$ cat src/rtl/tmf_pkg.sv
// Shared types and constants for the multichannel trimmed-mean ADC filter.
// No dependencies; used by the channel interfaces and the top-level filter module.
package tmf_pkg;

    // Field widths fixed by the item format
    localparam int CH_FIELD_W = 2;
    localparam int BYTE_W     = 8;
    localparam int SAMPLE_W   = 12;
    localparam int COUNT_W    = 6;
    localparam int SUM_W      = 18;
    localparam int LEVEL_W    = 16;

    // Saturation point of the joined sample
    localparam logic [SAMPLE_W-1:0] SAMPLE_MAX = 12'd4095;

    // Q0.16 of a 12-bit value over 4096 is a left shift by four
    localparam int Q16_SHIFT = LEVEL_W - SAMPLE_W;

    typedef struct packed {
        logic [CH_FIELD_W-1:0] channel;
        logic [BYTE_W-1:0]     sample_high;
        logic [BYTE_W-1:0]     sample_low;
    } t_in_item;

    typedef struct packed {
        logic [CH_FIELD_W-1:0] result_channel;
        logic [SAMPLE_W-1:0]   trimmed_mean;
        logic [LEVEL_W-1:0]    normalized_level;
    } t_out_item;

endpackage

$ cat src/rtl/tmf_in_if.sv
// Sample channel: valid/ready handshake carrying one ADC byte pair per item.
// Depends on tmf_pkg for the item type.
interface tmf_in_if import tmf_pkg::*; ();
    logic     valid;
    logic     ready;
    t_in_item data;

    modport source (output valid, output data, input ready);
    modport sink   (input valid, input data, output ready);
endinterface

$ cat src/rtl/tmf_out_if.sv
// Result channel: valid/ready handshake carrying one window result per item.
// Depends on tmf_pkg for the item type.
interface tmf_out_if import tmf_pkg::*; ();
    logic      valid;
    logic      ready;
    t_out_item data;

    modport source (output valid, output data, input ready);
    modport sink   (input valid, input data, output ready);
endinterface

$ cat src/rtl/tmf_recip_div.sv
// Division of an unsigned value by a constant via reciprocal multiplication.
// Exact floor quotient for every NUM_W-bit numerator. Does not import tmf_pkg.
module tmf_recip_div #(
    parameter int NUM_W   = 18,
    parameter int DIVISOR = 6
) (
    input  logic [NUM_W-1:0] i_num,
    output logic [NUM_W-1:0] o_quo
);
    // m = ceil(2^(N+l) / d) with l = ceil(log2 d) is exact for all x < 2^N
    localparam int              LOG_D    = $clog2(DIVISOR);
    localparam int              SH       = NUM_W + LOG_D;
    localparam int              PROD_W   = SH + NUM_W;
    localparam longint unsigned RECIP_L  =
        ((64'd1 << SH) + longint'(DIVISOR) - 64'd1) / longint'(DIVISOR);
    localparam logic [NUM_W:0]  RECIP    = (NUM_W+1)'(RECIP_L);

    // Wide enough that the quotient slice above the shift stays in range
    logic [PROD_W-1:0] product;

    assign product = PROD_W'(i_num) * PROD_W'(RECIP);
    assign o_quo   = product[SH +: NUM_W];
endmodule

$ cat src/rtl/multichannel_trimmed_mean_adc_filter.sv
// Multichannel trimmed-mean ADC filter. One item per clock is accepted without pause on
// any mix of channels while the output is not stalled; a closing sample passes through the
// input register, the per-channel state update with trimmed-sum register and the
// constant-divider multiply into the output register; backpressure stalls the whole pipe.
// Per channel the count, sum, minimum and maximum live in flip-flops, so samples for the
// same channel may follow each other directly. Every WINDOW samples a channel emits
// (sum - min - max) / (WINDOW - 2) and the same value as a Q0.16 fraction of 4096.
// Items for a channel at or above CHANNELS are dropped. Depends on tmf_pkg, tmf_in_if,
// tmf_out_if and tmf_recip_div.
module multichannel_trimmed_mean_adc_filter import tmf_pkg::*; #(
    parameter int CHANNELS = 4,
    parameter int WINDOW   = 8
) (
    input  logic      i_clk,
    input  logic      i_rst_n,
    tmf_in_if.sink    i_in,
    tmf_out_if.source o_out
);
    localparam int CH_W  = (CHANNELS > 1) ? $clog2(CHANNELS) : 1;
    localparam int CMP_W = 5;

    // Pipeline valids and payload registers
    logic                  r_v0, r_v1, r_v2;
    t_in_item              r_in;
    logic [CH_FIELD_W-1:0] r_ch1;
    logic [SUM_W-1:0]      r_num;
    t_out_item             r_out;

    // Per-channel window state
    logic [COUNT_W-1:0]  r_cnt [CHANNELS];
    logic [SUM_W-1:0]    r_sum [CHANNELS];
    logic [SAMPLE_W-1:0] r_min [CHANNELS];
    logic [SAMPLE_W-1:0] r_max [CHANNELS];

    logic en0, en1, en2;
    logic [CH_W-1:0]     idx;
    logic                ch_ok;
    logic [2*BYTE_W-1:0] raw;
    logic [SAMPLE_W-1:0] smp;
    logic                first;
    logic [COUNT_W-1:0]  n_cnt;
    logic [SUM_W-1:0]    n_sum;
    logic [SAMPLE_W-1:0] n_min, n_max;
    logic                full;
    logic [SUM_W-1:0]    quo;
    logic [SAMPLE_W-1:0] mean;

    // Stall chain: a stage loads when it is empty or its contents move on
    assign en2        = !r_v2 || o_out.ready;
    assign en1        = !r_v1 || en2;
    assign en0        = !r_v0 || en1;
    assign i_in.ready = en0;

    // Join the bytes and saturate to 12 bits
    assign raw = {r_in.sample_high, r_in.sample_low};
    assign smp = (raw > {{(2*BYTE_W-SAMPLE_W){1'b0}}, SAMPLE_MAX}) ? SAMPLE_MAX
                                                                   : raw[SAMPLE_W-1:0];

    // Channel lookup
    assign idx   = CH_W'(r_in.channel);
    assign ch_ok = {{(CMP_W-CH_FIELD_W){1'b0}}, r_in.channel} < CMP_W'(CHANNELS);

    // Window update for the sample in the input register
    always_comb begin
        first = (r_cnt[idx] == '0);
        n_cnt = r_cnt[idx] + COUNT_W'(1);
        n_sum = (first ? '0 : r_sum[idx]) + {{(SUM_W-SAMPLE_W){1'b0}}, smp};
        n_min = (first || smp < r_min[idx]) ? smp : r_min[idx];
        n_max = (first || smp > r_max[idx]) ? smp : r_max[idx];
        full  = {1'b0, n_cnt} == (COUNT_W+1)'(WINDOW);
    end

    // Input register
    always_ff @(posedge i_clk) begin
        if (!i_rst_n) begin
            r_v0 <= 1'b0;
        end else if (en0) begin
            r_v0 <= i_in.valid;
        end
        if (en0 && i_in.valid) begin
            r_in <= i_in.data;
        end
    end

    // Channel state and trimmed-sum register
    always_ff @(posedge i_clk) begin
        if (!i_rst_n) begin
            r_v1 <= 1'b0;
            for (int c = 0; c < CHANNELS; c++) begin
                r_cnt[c] <= '0;
                r_sum[c] <= '0;
            end
        end else if (en1) begin
            r_v1 <= r_v0 && ch_ok && full;
            if (r_v0 && ch_ok) begin
                r_cnt[idx] <= full ? '0 : n_cnt;
                r_sum[idx] <= full ? '0 : n_sum;
            end
        end
        if (en1 && r_v0 && ch_ok) begin
            r_min[idx] <= n_min;
            r_max[idx] <= n_max;
            r_ch1      <= r_in.channel;
            r_num      <= n_sum - {{(SUM_W-SAMPLE_W){1'b0}}, n_min}
                                - {{(SUM_W-SAMPLE_W){1'b0}}, n_max};
        end
    end

    // Divide by WINDOW - 2
    tmf_recip_div #(
        .NUM_W   (SUM_W),
        .DIVISOR (WINDOW - 2)
    ) u_div (
        .i_num (r_num),
        .o_quo (quo)
    );

    assign mean = (quo > {{(SUM_W-SAMPLE_W){1'b0}}, SAMPLE_MAX}) ? SAMPLE_MAX
                                                                 : quo[SAMPLE_W-1:0];

    // Output register
    always_ff @(posedge i_clk) begin
        if (!i_rst_n) begin
            r_v2 <= 1'b0;
        end else if (en2) begin
            r_v2 <= r_v1;
        end
        if (en2 && r_v1) begin
            r_out.result_channel   <= r_ch1;
            r_out.trimmed_mean     <= mean;
            r_out.normalized_level <= {mean, {Q16_SHIFT{1'b0}}};
        end
    end

    assign o_out.valid = r_v2;
    assign o_out.data  = r_out;

    // Checks
    a_accept_loads: assert property (@(posedge i_clk) disable iff (!i_rst_n)
        (i_in.valid && i_in.ready) |=> r_v0)
        else $error("accepted item not captured in input register");

    a_level_matches_mean: assert property (@(posedge i_clk) disable iff (!i_rst_n)
        o_out.valid |-> (o_out.data.normalized_level
                         == {o_out.data.trimmed_mean, {Q16_SHIFT{1'b0}}}))
        else $error("normalized level disagrees with trimmed mean");

    a_result_channel_valid: assert property (@(posedge i_clk) disable iff (!i_rst_n)
        o_out.valid |-> ({{(CMP_W-CH_FIELD_W){1'b0}}, o_out.data.result_channel}
                         < CMP_W'(CHANNELS)))
        else $error("result for a channel outside the configured range");

    a_count_in_window: assert property (@(posedge i_clk) disable iff (!i_rst_n)
        (r_v0 && ch_ok) |-> ({1'b0, r_cnt[idx]} < (COUNT_W+1)'(WINDOW)))
        else $error("window count reached or passed the window size");

endmodule
$ cat src/flat_wrapper.sv
// flat-port wrapper written by rule: the top's interface ports become plain ports
module multichannel_trimmed_mean_adc_filter_flat import tmf_pkg::*;
#(
    parameter int CHANNELS = 4,
    parameter int WINDOW   = 8
)
  (i_clk, i_rst_n, i_in_valid, i_in_data, i_in_ready, o_out_valid, o_out_data, o_out_ready);
  tmf_in_if i_in_i ();
  tmf_out_if o_out_i ();
  input  logic i_clk;
  input  logic i_rst_n;
  input wire logic [$bits(i_in_i.valid)-1:0] i_in_valid;
  input wire logic [$bits(i_in_i.data)-1:0] i_in_data;
  output wire logic [$bits(i_in_i.ready)-1:0] i_in_ready;
  output wire logic [$bits(o_out_i.valid)-1:0] o_out_valid;
  output wire logic [$bits(o_out_i.data)-1:0] o_out_data;
  input wire logic [$bits(o_out_i.ready)-1:0] o_out_ready;
  assign i_in_i.valid = i_in_valid;
  assign i_in_i.data = i_in_data;
  assign i_in_ready = i_in_i.ready;
  assign o_out_valid = o_out_i.valid;
  assign o_out_data = o_out_i.data;
  assign o_out_i.ready = o_out_ready;
  multichannel_trimmed_mean_adc_filter #(.CHANNELS(CHANNELS), .WINDOW(WINDOW)) u_core (.i_clk(i_clk), .i_rst_n(i_rst_n), .i_in(i_in_i), .o_out(o_out_i));
endmodule
$ cat config.mk
export PLATFORM = sky130hd
export DESIGN_NAME = multichannel_trimmed_mean_adc_filter_flat
export DESIGN_NICKNAME = d
export VERILOG_FILES = /design/src/rtl/tmf_pkg.sv /design/src/rtl/tmf_in_if.sv /design/src/rtl/tmf_out_if.sv /design/src/rtl/tmf_recip_div.sv /design/src/rtl/multichannel_trimmed_mean_adc_filter.sv /design/src/flat_wrapper.sv
export SDC_FILE = /design/constraint.sdc
export NUM_CORES = 1
export LEC_CHECK = 0
export BUFFER_PORTS_ARGS = -buffer_cell sky130_fd_sc_hd__buf_2
export CAP_MARGIN = 20
export CORE_UTILIZATION = 62
export DETAILED_ROUTE_END_ITERATION = 12
export PLACE_DENSITY = 0.82
export SLEW_MARGIN = 10
export SYNTH_ARGS = -nofsm -noshare
export SYNTH_HDL_FRONTEND = slang
export SYNTH_HIERARCHICAL = 1
export SYNTH_SLANG_ARGS = --single-unit
$ cat constraint.sdc
create_clock -name i_clk -period 8 [get_ports i_clk]
set_clock_uncertainty 0.2 [all_clocks]
set_input_delay 0 -clock i_clk [delete_from_list [all_inputs] [get_ports i_clk]]
set_output_delay 0 -clock i_clk [all_outputs]
set_load 0.03 [all_outputs]
Yosys cells after proc, flatten, opt, wreduce, memory -nomap -nowiden

Memory sizes are Yosys's and may differ from the RTL's. A register that Yosys moved wholly into a read port is not among the register bits.
Cells that the tools add are included.

Register bits: 55
Bits in writable memories: 192
Word-level logic and storage cells: 62
Memories: 4

Memory list:

| name         | depth | width | read ports | clocked after Yosys merged registers in | wr ports | line                                       | RTL |
|---|---|---|---|---|---|---|---|
| u_core.r_sum | 4     | 18    | 1          | 1                                       | 4        | multichannel_trimmed_mean_adc_filter.sv:31 | `logic [SUM_W-1:0] r_sum [CHANNELS];` |
| u_core.r_max | 4     | 12    | 1          | 1                                       | 1        | multichannel_trimmed_mean_adc_filter.sv:33 | `logic [SAMPLE_W-1:0] r_max [CHANNELS];` |
| u_core.r_min | 4     | 12    | 1          | 1                                       | 1        | multichannel_trimmed_mean_adc_filter.sv:32 | `logic [SAMPLE_W-1:0] r_min [CHANNELS];` |
| u_core.r_cnt | 4     | 6     | 1          | 1                                       | 4        | multichannel_trimmed_mean_adc_filter.sv:30 | `logic [COUNT_W-1:0] r_cnt [CHANNELS];` |

Add/sub/neg operators: 4
$mul: 1
Order comparisons: 4
Eq/ne operators: 1
Multiplexer cells: 23
Reduce and logical (&&, ||, !) cells: 15

Operators by type and width:

| cell                                                 | count |
|---|---|
| two-way mux 18 bit                                   | 3 |
| multiplier 18 x 18 -> 36 bit, second input constant  | 1 |
| two-way mux 12 bit                                   | 3 |
| subtractor 18 x 12 -> 18 bit                         | 2 |
| > comparator 16 x 12 -> 1 bit, second input constant | 2 |
| adder 18 x 12 -> 18 bit                              | 1 |
| OR reduction 18 bit                                  | 1 |
| > comparator 12 bit                                  | 1 |
| less-than comparator 12 bit                          | 1 |
| two-way mux 2 bit                                    | 6 |
| two-way mux 6 bit                                    | 2 |
| two-way mux 1 bit                                    | 9 |
| adder 6 x 1 -> 6 bit, second input constant          | 1 |
| == test 6 x 4 -> 1 bit, second input constant        | 1 |
| logical NOT 6 bit                                    | 1 |
| OR reduction 6 bit                                   | 1 |
| logical OR 1 bit                                     | 5 |
| logical AND 1 bit                                    | 4 |
| logical NOT 1 bit                                    | 3 |

Depth between registers and ports, before layout

Gate-level depths: netlist of run 1.

Depth in word-level cells: 8
Mapped depth: 27
Mapped depth without buffers: 23

Modules after synthesis

Netlist of run 1, hierarchy kept.

By module, submodules not included:

| module                               | times used | cells each | area an instance (um2) | sequential area each (um2) |
|---|---|---|---|---|
| multichannel_trimmed_mean_adc_filter | 1          | 867        | 12440.7                | 7427.1 |
| tmf_recip_div                        | 1          | 719        | 6353.6                 | 0.0 |

Least setup slack after synthesis of run 1

OpenSTA, ideal clock, no wires.

Path type: flip-flop to flip-flop
Start: reg (tool-made name)
End: reg u_core.r_num[15], data pin
Setup time: 0.259 ns
Arrival time: 5.711 ns
Data required time: 7.541 ns
Slack: 1.830 ns
Stages on the path, launching flop included: 25
Clock period less this slack: 6.170 ns
Path through: dfxtp_1 buf_6 buf_2 buf_2 mux4_2 inv_1 ha_1 a21oi_1 nor2b_1 o21ai_0 nand2b_1 a2111oi_0 o221ai_1 nand2b_1 buf_2 buf_4 mux2i_1 fa_1 ha_1 a2111o_1 o22ai_1 o21ai_1 a221oi_1 nand3_1 xor2_1

RTL lines:

| item                   | line                                        | RTL |
|---|---|---|
| end signal: assignment | multichannel_trimmed_mean_adc_filter.sv:104 | `r_num <= n_sum - {{(SUM_W-SAMPLE_W){1'b0}}, n_min}` |
| end: declaration       | multichannel_trimmed_mean_adc_filter.sv:26  | `logic [SUM_W-1:0] r_num;` |

Worst setup path in the final report of run 1

Start: reg u_core/r_in[15] (netlist name)
End: reg u_core.r_num[17], data pin

Elaborated cells on any way between the ends: 11
Classes of those cells: add/sub: 3; order compare: 3; mux: 3; reduce/logical: 2

RTL lines:

| item                            | line                                        | RTL |
|---|---|---|
| start: declaration              | multichannel_trimmed_mean_adc_filter.sv:24  | `t_in_item r_in;` |
| start signal: assignment        | multichannel_trimmed_mean_adc_filter.sv:81  | `r_in <= i_in.data;` |
| > comparator 16 x 12 -> 1 bit * | multichannel_trimmed_mean_adc_filter.sv:56  | `assign smp = (raw > {{(2*BYTE_W-SAMPLE_W){1'b0}}, SAMPLE_MAX}) ? SAMPLE_MAX` |
| two-way mux 12 bit *            | multichannel_trimmed_mean_adc_filter.sv:56  |  |
| > comparator 12 bit             | multichannel_trimmed_mean_adc_filter.sv:69  | `n_max = (first \|\| smp > r_max[idx]) ? smp : r_max[idx];` |
| logical OR 1 bit                | multichannel_trimmed_mean_adc_filter.sv:69  |  |
| two-way mux 12 bit *            | multichannel_trimmed_mean_adc_filter.sv:69  |  |
| via u_core.n_max[1]             | multichannel_trimmed_mean_adc_filter.sv:43  | `logic [SAMPLE_W-1:0] n_min, n_max;` |
| subtractor 18 x 12 -> 18 bit *  | multichannel_trimmed_mean_adc_filter.sv:105 | `- {{(SUM_W-SAMPLE_W){1'b0}}, n_max};` |

The timed path passes the listed nets; every way through them passes the cells marked *.
A chain may end at the register's enable or synchronous reset.

==> summary.md, run 1 <==
| Metric | Value |
|---|---|
| Yosys top cell by area | `edfxtp_1` |
| Yosys reg bits | `249` |
| Unique masters post-synth | `between 70 and 80` |
| Synth Instances | `about 1600` |
| Max Transition Viols Final | `0` |
| Worst setup EP type | `flop` |
| Max stage delay on crit path | `between 900 and 1000 ps` |
| CTS clock-pin slew for the worst setup and hold paths | `about 60 ps` |
| Commonest cells in the netlist | `289 x inv_1, 244 x edfxtp_1, 208 x ha_1` |
| First-pass GRT wire length | `around 66 mm` |
| Min-delay src | `i_in_data[17]` |
| Routed via count | `between 10000 and 15000` |
| Crit share post-route | `around nine tenths` |
| Max FO, Critical Path | `16` |
| Mapped Area | `between 0.015 and 0.02 mm²` |
| H-Tree Depth | `1` |
| Avg Cell Area, Syn | `11.9 µm²` |
| Fin nets | `just over 2000` |
| IO Pins | `between 50 and 60` |
| Buffer and inverter count on the worst path | `1` |
| Post-CTS Repair Setup Buffers | `0` |
| Worst path depth | `22` |
| RD Place Congestion | `0.943` |
| Hold-critical path depth | `3` |
| TritonCTS Buffers | `27` |
| Vias in the first global route | `roughly 13000` |
| Yosys top cell area share | `39.0%` |
| Synth top area cells | `edfxtp_1 39%, ha_1 14%, fa_1 13%` |
| DR WL/cell | `roughly 20 µm` |
| WP data arrival | `roughly 7300 ps` |
| Most used cell, CP | `ha_1` |
| Initial antenna violation count | `1` |
| CTS tree | `yes` |
| Dpl hpwl | `approximately 30 mm` |
| CP Cell Sequence | `nor4_2 > nand2b_1 > ha_1 > nor2b_1 > o21ai_0 > nand2b_1 > a21oi_1 > o21ai_0 > a221oi_1 > o21bai_2 > mux2_2 > ha_1 > inv_1 > ha_1 > a21o_1 > a21oi_1 > nor2b_1 > o22ai_1 > o21ai_1 > a221oi_1 > nand4b_1 > xnor2_1` |
| Worst-Skew Late Latency | `around 550 ps` |
| Die extent in y | `around 180 µm` |
| Core Area | `~0.03 mm²` |
| Residual DRC | `0` |
| Most common cell in the synthesized netlist | `inv_1` |
| Root Buffer | `clkbuf_16` |
| FMAX | `0.138 GHz` |
| CP max-delay cell | `nor4_2` |
| Max Cap Viol | `0` |
| Yosys warns | `6` |
| Sequential share of the synthesized area | `between 30% and 40%` |
| Critical Path Start Type | `flop` |
| Largest net degree at the start of global routing | `26` |
| Die area | `roughly 0.031 mm²` |
| Post-DR vias/cell | `just under 6` |
| Chip Width | `~180 µm` |
| DRT Pass-1 Iters | `5` |
| Num rows | `63` |
| Finish-stage setup viols | `0` |
| Max clock buf depth | `3` |
| Post-synth ARST share | `0%` |
| Share of cells above drive strength 1 | `around 11%` |
| Outcome | `completed` |
| Starting Density | `between 60 and 70%` |
| RSZ-0062 raised after global routing | `no` |
| Port Buf Inserts | `49` |
| FF-to-FF Start | `u_core/r_in[15]` |
| Area delta synth->final | `9.63%` |
| Min cycle time layout | `7250 ps` |
| Min-Delay Path Class | `input port to flop` |
| Setup TNS | `0 ps` |
| Max_slew headroom | `roughly 27%` |
| Initial drt markers | `a little under 800` |
| Worst-Margin Slew | `between 1000 and 1500 ps` |
| Worst Setup SP | `u_core/r_in[15]` |
| Grt total ovfl | `0` |
| R2R depth | `22` |
| Sink Count | `249` |
| All-Layer GR Usage | `roughly 27%` |
| Post-route ant nets | `0` |
| WL final | `about 42 mm` |
| Synth Flop Type | `edfxtp_1` |
| Crit Path Category | `flop to flop` |
| Post-synth EDFFs | `about 240` |
| Final hold vios | `0` |
| Req. time, crit path | `about 8000 ps` |
| Worst path top cell family by delay | `compound AO/OA/AOI/OAI gates` |
==> registers in the layout, summed over array words and instances, names as in the netlist, named ones only <==
signal and count:
u_core/idx 2, u_core/r_min 48, u_core/o_out.valid 1, u_core/o_out.data 14
u_core/r_v1 1, u_core/r_v0 1, u_core/r_max 48, u_core/r_in 16
u_core/r_sum 72, u_core/r_ch1 2, u_core/r_cnt 24, u_core/r_num 18
==> worst min-delay path, delay by kind of cell <==
kind,cells,cell delay [ps]
buf+inv,2,620
mux,1,150
==> cell type report <==
class | count | area [µm²]
fillers | 2050 | 9110
inverters | 289 | 1080
clock buffers | 32 | 694
diodes | 1 | 2.50
well taps | 390 | 488
clock inverters | 15 | 95.1
flip-flops and latches | 249 | 7430
repair buffers | 108 | 858
multi-input cells | 994 | 9950
==> cells by family after synthesis <==
| group | after synthesis | synth area share [%] |
|---|---|---|
| flops | 249 | 39.5 |
| simple gates | 323 | 8.37 |
| xor+xnor | 50 | 2.33 |
| other cells | 2 | 0.0400 |
| fa+ha+maj | 329 | 26.7 |
| buf+inv | 347 | 7.66 |
| mux | 98 | 8.69 |
| compound gates | 188 | 6.64 |
==> layout by cell type (no fill, tap or decap), types with 23 or more instances in the layout <==
master	instances
o21ai_0	29
nor2_1	112
buf_2	49
mux2i_1	23
a21oi_1	57
xnor2_1	32
nand2b_1	25
ha_1	208
edfxtp_1	244
mux4_2	46
nand2_1	68
nor2b_1	26
clkbuf_16	27
dlygate4sd3_1	41
inv_1	289
fa_1	121
==> worst paths after layout <==
check	end	slack, ps
setup reg to reg	u_core/r_num[17]	750
hold / removal	flop	50
setup / recovery	u_core/r_num[17]	750
hold reg to reg	u_core/o_out.data[28]	240
==> timing repair <==
action / 4_1_cts / 5_1_grt
hold buffers: 41 / 0
resized for setup: 0 / 0
setup endpoints to repair: 0 / 0
hold endpoints to repair: 93 / 0
==> layer usage <==
metal / up-vias / routed length [µm] / GRT usage [%]
met1: 6031 / 16400 / 33.5
met5: - / 0 / 0
li1: 5617 / - / -
met4: 0 / 1760 / 10.3
met3: 108 / 1980 / 2.84
met2: 422 / 21400 / 50.1
==> stage by stage <==
| step | setup WS, ps | hold WS (ps) | instance area, µm² | utilization, % | instances |
|---|---|---|---|---|---|
| 2_1_floorplan | 1830 | -101 | 18800 | - | 1590 |
| 3_3_place_gp | 1180 | -21.9 | 19300 | 65.0 | 1985 |
| 3_5_place_dp | 948 | -21.7 | 19300 | 65.0 | 1985 |
| 4_1_cts | 864 | 16.9 | 20500 | 69.0 | 2073 |
| 5_1_grt | 247 | 56.8 | 20600 | 69.3 | 2077 |
| 6_report | 751 | 49.7 | 20600 | 69.3 | 2078 |
Power of run 1 is left out: the tool's default activity adds up to more than one toggle a clock period on the data nets, which glitch-free logic cannot reach.
==> run 2: changes to the inputs <==
--- a/config.mk
+++ b/config.mk
@@ -6,10 +6,11 @@
 export NUM_CORES = 1
 export LEC_CHECK = 0
 export BUFFER_PORTS_ARGS = -buffer_cell sky130_fd_sc_hd__buf_2
-export CAP_MARGIN = 20
+export CAP_MARGIN = 10
 export CORE_UTILIZATION = 62
 export DETAILED_ROUTE_END_ITERATION = 12
 export PLACE_DENSITY = 0.82
+export RECOVER_POWER = 25
 export SLEW_MARGIN = 10
 export SYNTH_ARGS = -nofsm -noshare
 export SYNTH_HDL_FRONTEND = slang
==> run 2 against run 1 <==
Net effect:
- the flow now finishes with violations (capacitance limit, slew limit)
- critical path depth stayed put
- worst setup slack improved by 25 ps
- worst hold slack gained 1.3 ps
- critical path type unchanged
- critical endpoint unchanged
==> summary.md, run 2 (synthesis gave the netlist of run 1 again) <==
| Metric | Value |
|---|---|
| WL final | `between 40 and 50 mm` |
| Finish-stage setup viols | `0` |
| Critical Path Start Type | `flop` |
| Starting Density | `63.2%` |
| Hold-critical path depth | `3` |
| Chip Width | `roughly 180 µm` |
| DR WL/cell | `19.7 µm` |
| Post-DP Area | `0.0193 mm²` |
| Worst setup EP type | `flop` |
| Min cycle time layout | `7220 ps` |
| Buffer and inverter count on the worst path | `1` |
| Share of cells above drive strength 1 | `just under 9%` |
| Most frequent cells in the layout | `289 x inv_1, 244 x edfxtp_1, 208 x ha_1` |
| Post-CTS Repair Setup Buffers | `0` |
| WP data arrival | `between 7000 and 8000 ps` |
| FF-to-FF setup slack | `780 ps` |
| H-Tree Depth | `1` |
| Post-route ant nets | `0` |
| Final hold vios | `0` |
| IO Pins | `54` |
| Grt total ovfl | `0` |
| Min-Delay Path Class | `input port to flop` |
| Req. time, crit path | `8100 ps` |
| Largest regs | `u_core/r_sum x72, u_core/r_max x48, u_core/r_min x48` |
| Max FO, Critical Path | `16` |
| Min-delay src | `i_in_data[17]` |
| Initial antenna violation count | `1` |
| Setup TNS | `0 ps` |
| Final Cell Area | `slightly above 0.02 mm²` |
| Max Cap Viol | `2` |
| CTS tree | `yes` |
| Failing checks | `capacitance limit, slew limit` |
| First-pass GRT wire length | `about 66 mm` |
| DRT Pass-1 Iters | `5` |
| Port Buf Inserts | `49` |
| Largest net degree at the start of global routing | `26` |
| Area delta synth->final | `8.83%` |
| Vias in the first global route | `~13000` |
| Root Buffer | `clkbuf_16` |
| Num rows | `63` |
| R2R Path End | `u_core/r_num[17]` |
| Max Transition Viols Final | `51` |
| FF-to-FF Start | `u_core/r_in[15]` |
| Die extent in y | `between 150 and 200 µm` |
| RD Place Congestion | `0.943` |
| CP max-delay cell | `nor4_2` |
| Outcome | `finished with violations` |
| All-Layer GR Usage | `between 20% and 30%` |
| Sink Count | `between 200 and 250` |
| Max_slew headroom | `-21.1%` |
| FMAX | `around 0.14 GHz` |
| Post-DR vias/cell | `a little under 6` |
| Die area | `just over 0.03 mm²` |
| Routed via count | `12100` |
| Worst path top cell family by delay | `compound AO/OA/AOI/OAI gates` |
| Crit share post-route | `90.3%` |
| Fin cells | `2074` |
| Placed cells | `slightly below 2000` |
| R2R depth | `22` |
| Max clock buf depth | `3` |
| Crit Path Category | `flop to flop` |
| Max stage delay on crit path | `920 ps` |
| Leading cell type in the layout, fill and taps excluded | `inv_1` |
| Fin nets | `2016` |
| Dpl hpwl | `roughly 30 mm` |
| Worst-Margin Slew | `between 1500 and 2000 ps` |
| Core Area | `between 0.02 and 0.03 mm²` |
| Residual DRC | `0` |
| CTS clock-pin slew for the worst setup and hold paths | `about 60 ps` |
| CP Cell Sequence | `nor4_2 > nand2b_1 > ha_1 > nor2b_1 > o21ai_0 > nand2b_1 > a21oi_1 > o21ai_0 > a221oi_1 > o21bai_2 > mux2_2 > ha_1 > inv_1 > ha_1 > a21o_1 > a21oi_1 > nor2b_1 > o22ai_1 > o21ai_1 > a221oi_1 > nand4b_1 > xnor2_1` |
| Most flop-heavy register | `u_core/r_sum` |
| TritonCTS Buffers | `27` |
| Most used cell, CP | `ha_1` |
| # fillers | `2074` |
| Worst-Skew Late Latency | `roughly 550 ps` |
| Initial drt markers | `about 750` |
| RSZ-0062 raised after global routing | `no` |
| Max reg flops | `approximately 70` |
==> run 2: cell types whose count changed in the layout (fill, tap and decap cells not counted), moves of 2 or more <==
cell and delta:
clkbuf_1 +34, buf_16 -3, buf_2 -32, buf_4 -2
==> run 2: metrics by stage <==
step           setup WS [ps]  utilization, %  hold WS [ps]
2_1_floorplan           1830               -          -101
4_1_cts                  864            69.0          16.9
3_5_place_dp             948            65.0         -21.7
6_report                 776            68.8          51.0
5_1_grt                  248            68.8          53.8
3_3_place_gp            1180            65.0         -21.9
==> run 2: worst reg2reg max path: stages, from the launching register on <==
cell,delay [ps]
edfxtp_1,380
nor4_2,920
nand2b_1,450
ha_1,440
nor2b_1,150
o21ai_0,110
nand2b_1,110
a21oi_1,70
o21ai_0,150
a221oi_1,120
o21bai_2,800
mux2_2,470
ha_1,350
inv_1,60
ha_1,300
a21o_1,180
a21oi_1,210
nor2b_1,90
o22ai_1,350
o21ai_1,140
a221oi_1,540
nand4b_1,200
xnor2_1,170
==> run 2: timing repair <==
item,4_1_cts,5_1_grt
resized for setup,0,0
hold buffers,41,0
endpoints found under the hold margin,93,0
==> run 2: final cells by class <==
class / count / area [µm²] / share of cell area, %
Multi-Input combinational cell: 994 / 9940 / 48.6
Clock inverter: 15 / 95.1 / 0.465
Timing Repair Buffer: 104 / 713 / 3.49
Inverter: 289 / 1080 / 5.30
Clock buffer: 32 / 694 / 3.40
Tap cell: 390 / 488 / 2.39
Sequential cell: 249 / 7430 / 36.3
Antenna cell: 1 / 2.50 / 0.0122
==> run 2: layer usage <==
layer / global-route usage, % / vias to the layer above / routed length [µm]
met2: 50.1 / 405 / 21300
met1: 33.5 / 5985 / 16200
li1: - / 5611 / -
met5: 0 / - / 0
met3: 2.84 / 89 / 1880
met4: 10.3 / 0 / 1420
==> run 2: worst max-delay path by stage <==
stage	from	end	slack, ps	depth (start not counted)
floorplan	flop	u_core/r_num[15]	1830	24
global placement	u_core/r_in[15]	u_core/r_num[15]	1180	22
detailed placement	u_core/r_in[15]	u_core/r_num[17]	950	22
CTS	u_core/r_in[15]	u_core/r_num[17]	860	22
global route	u_core/r_in[14]	u_core/r_num[15]	250	22
finish	u_core/r_in[15]	u_core/r_num[17]	780	22
Power of run 2 is left out for the same reason.
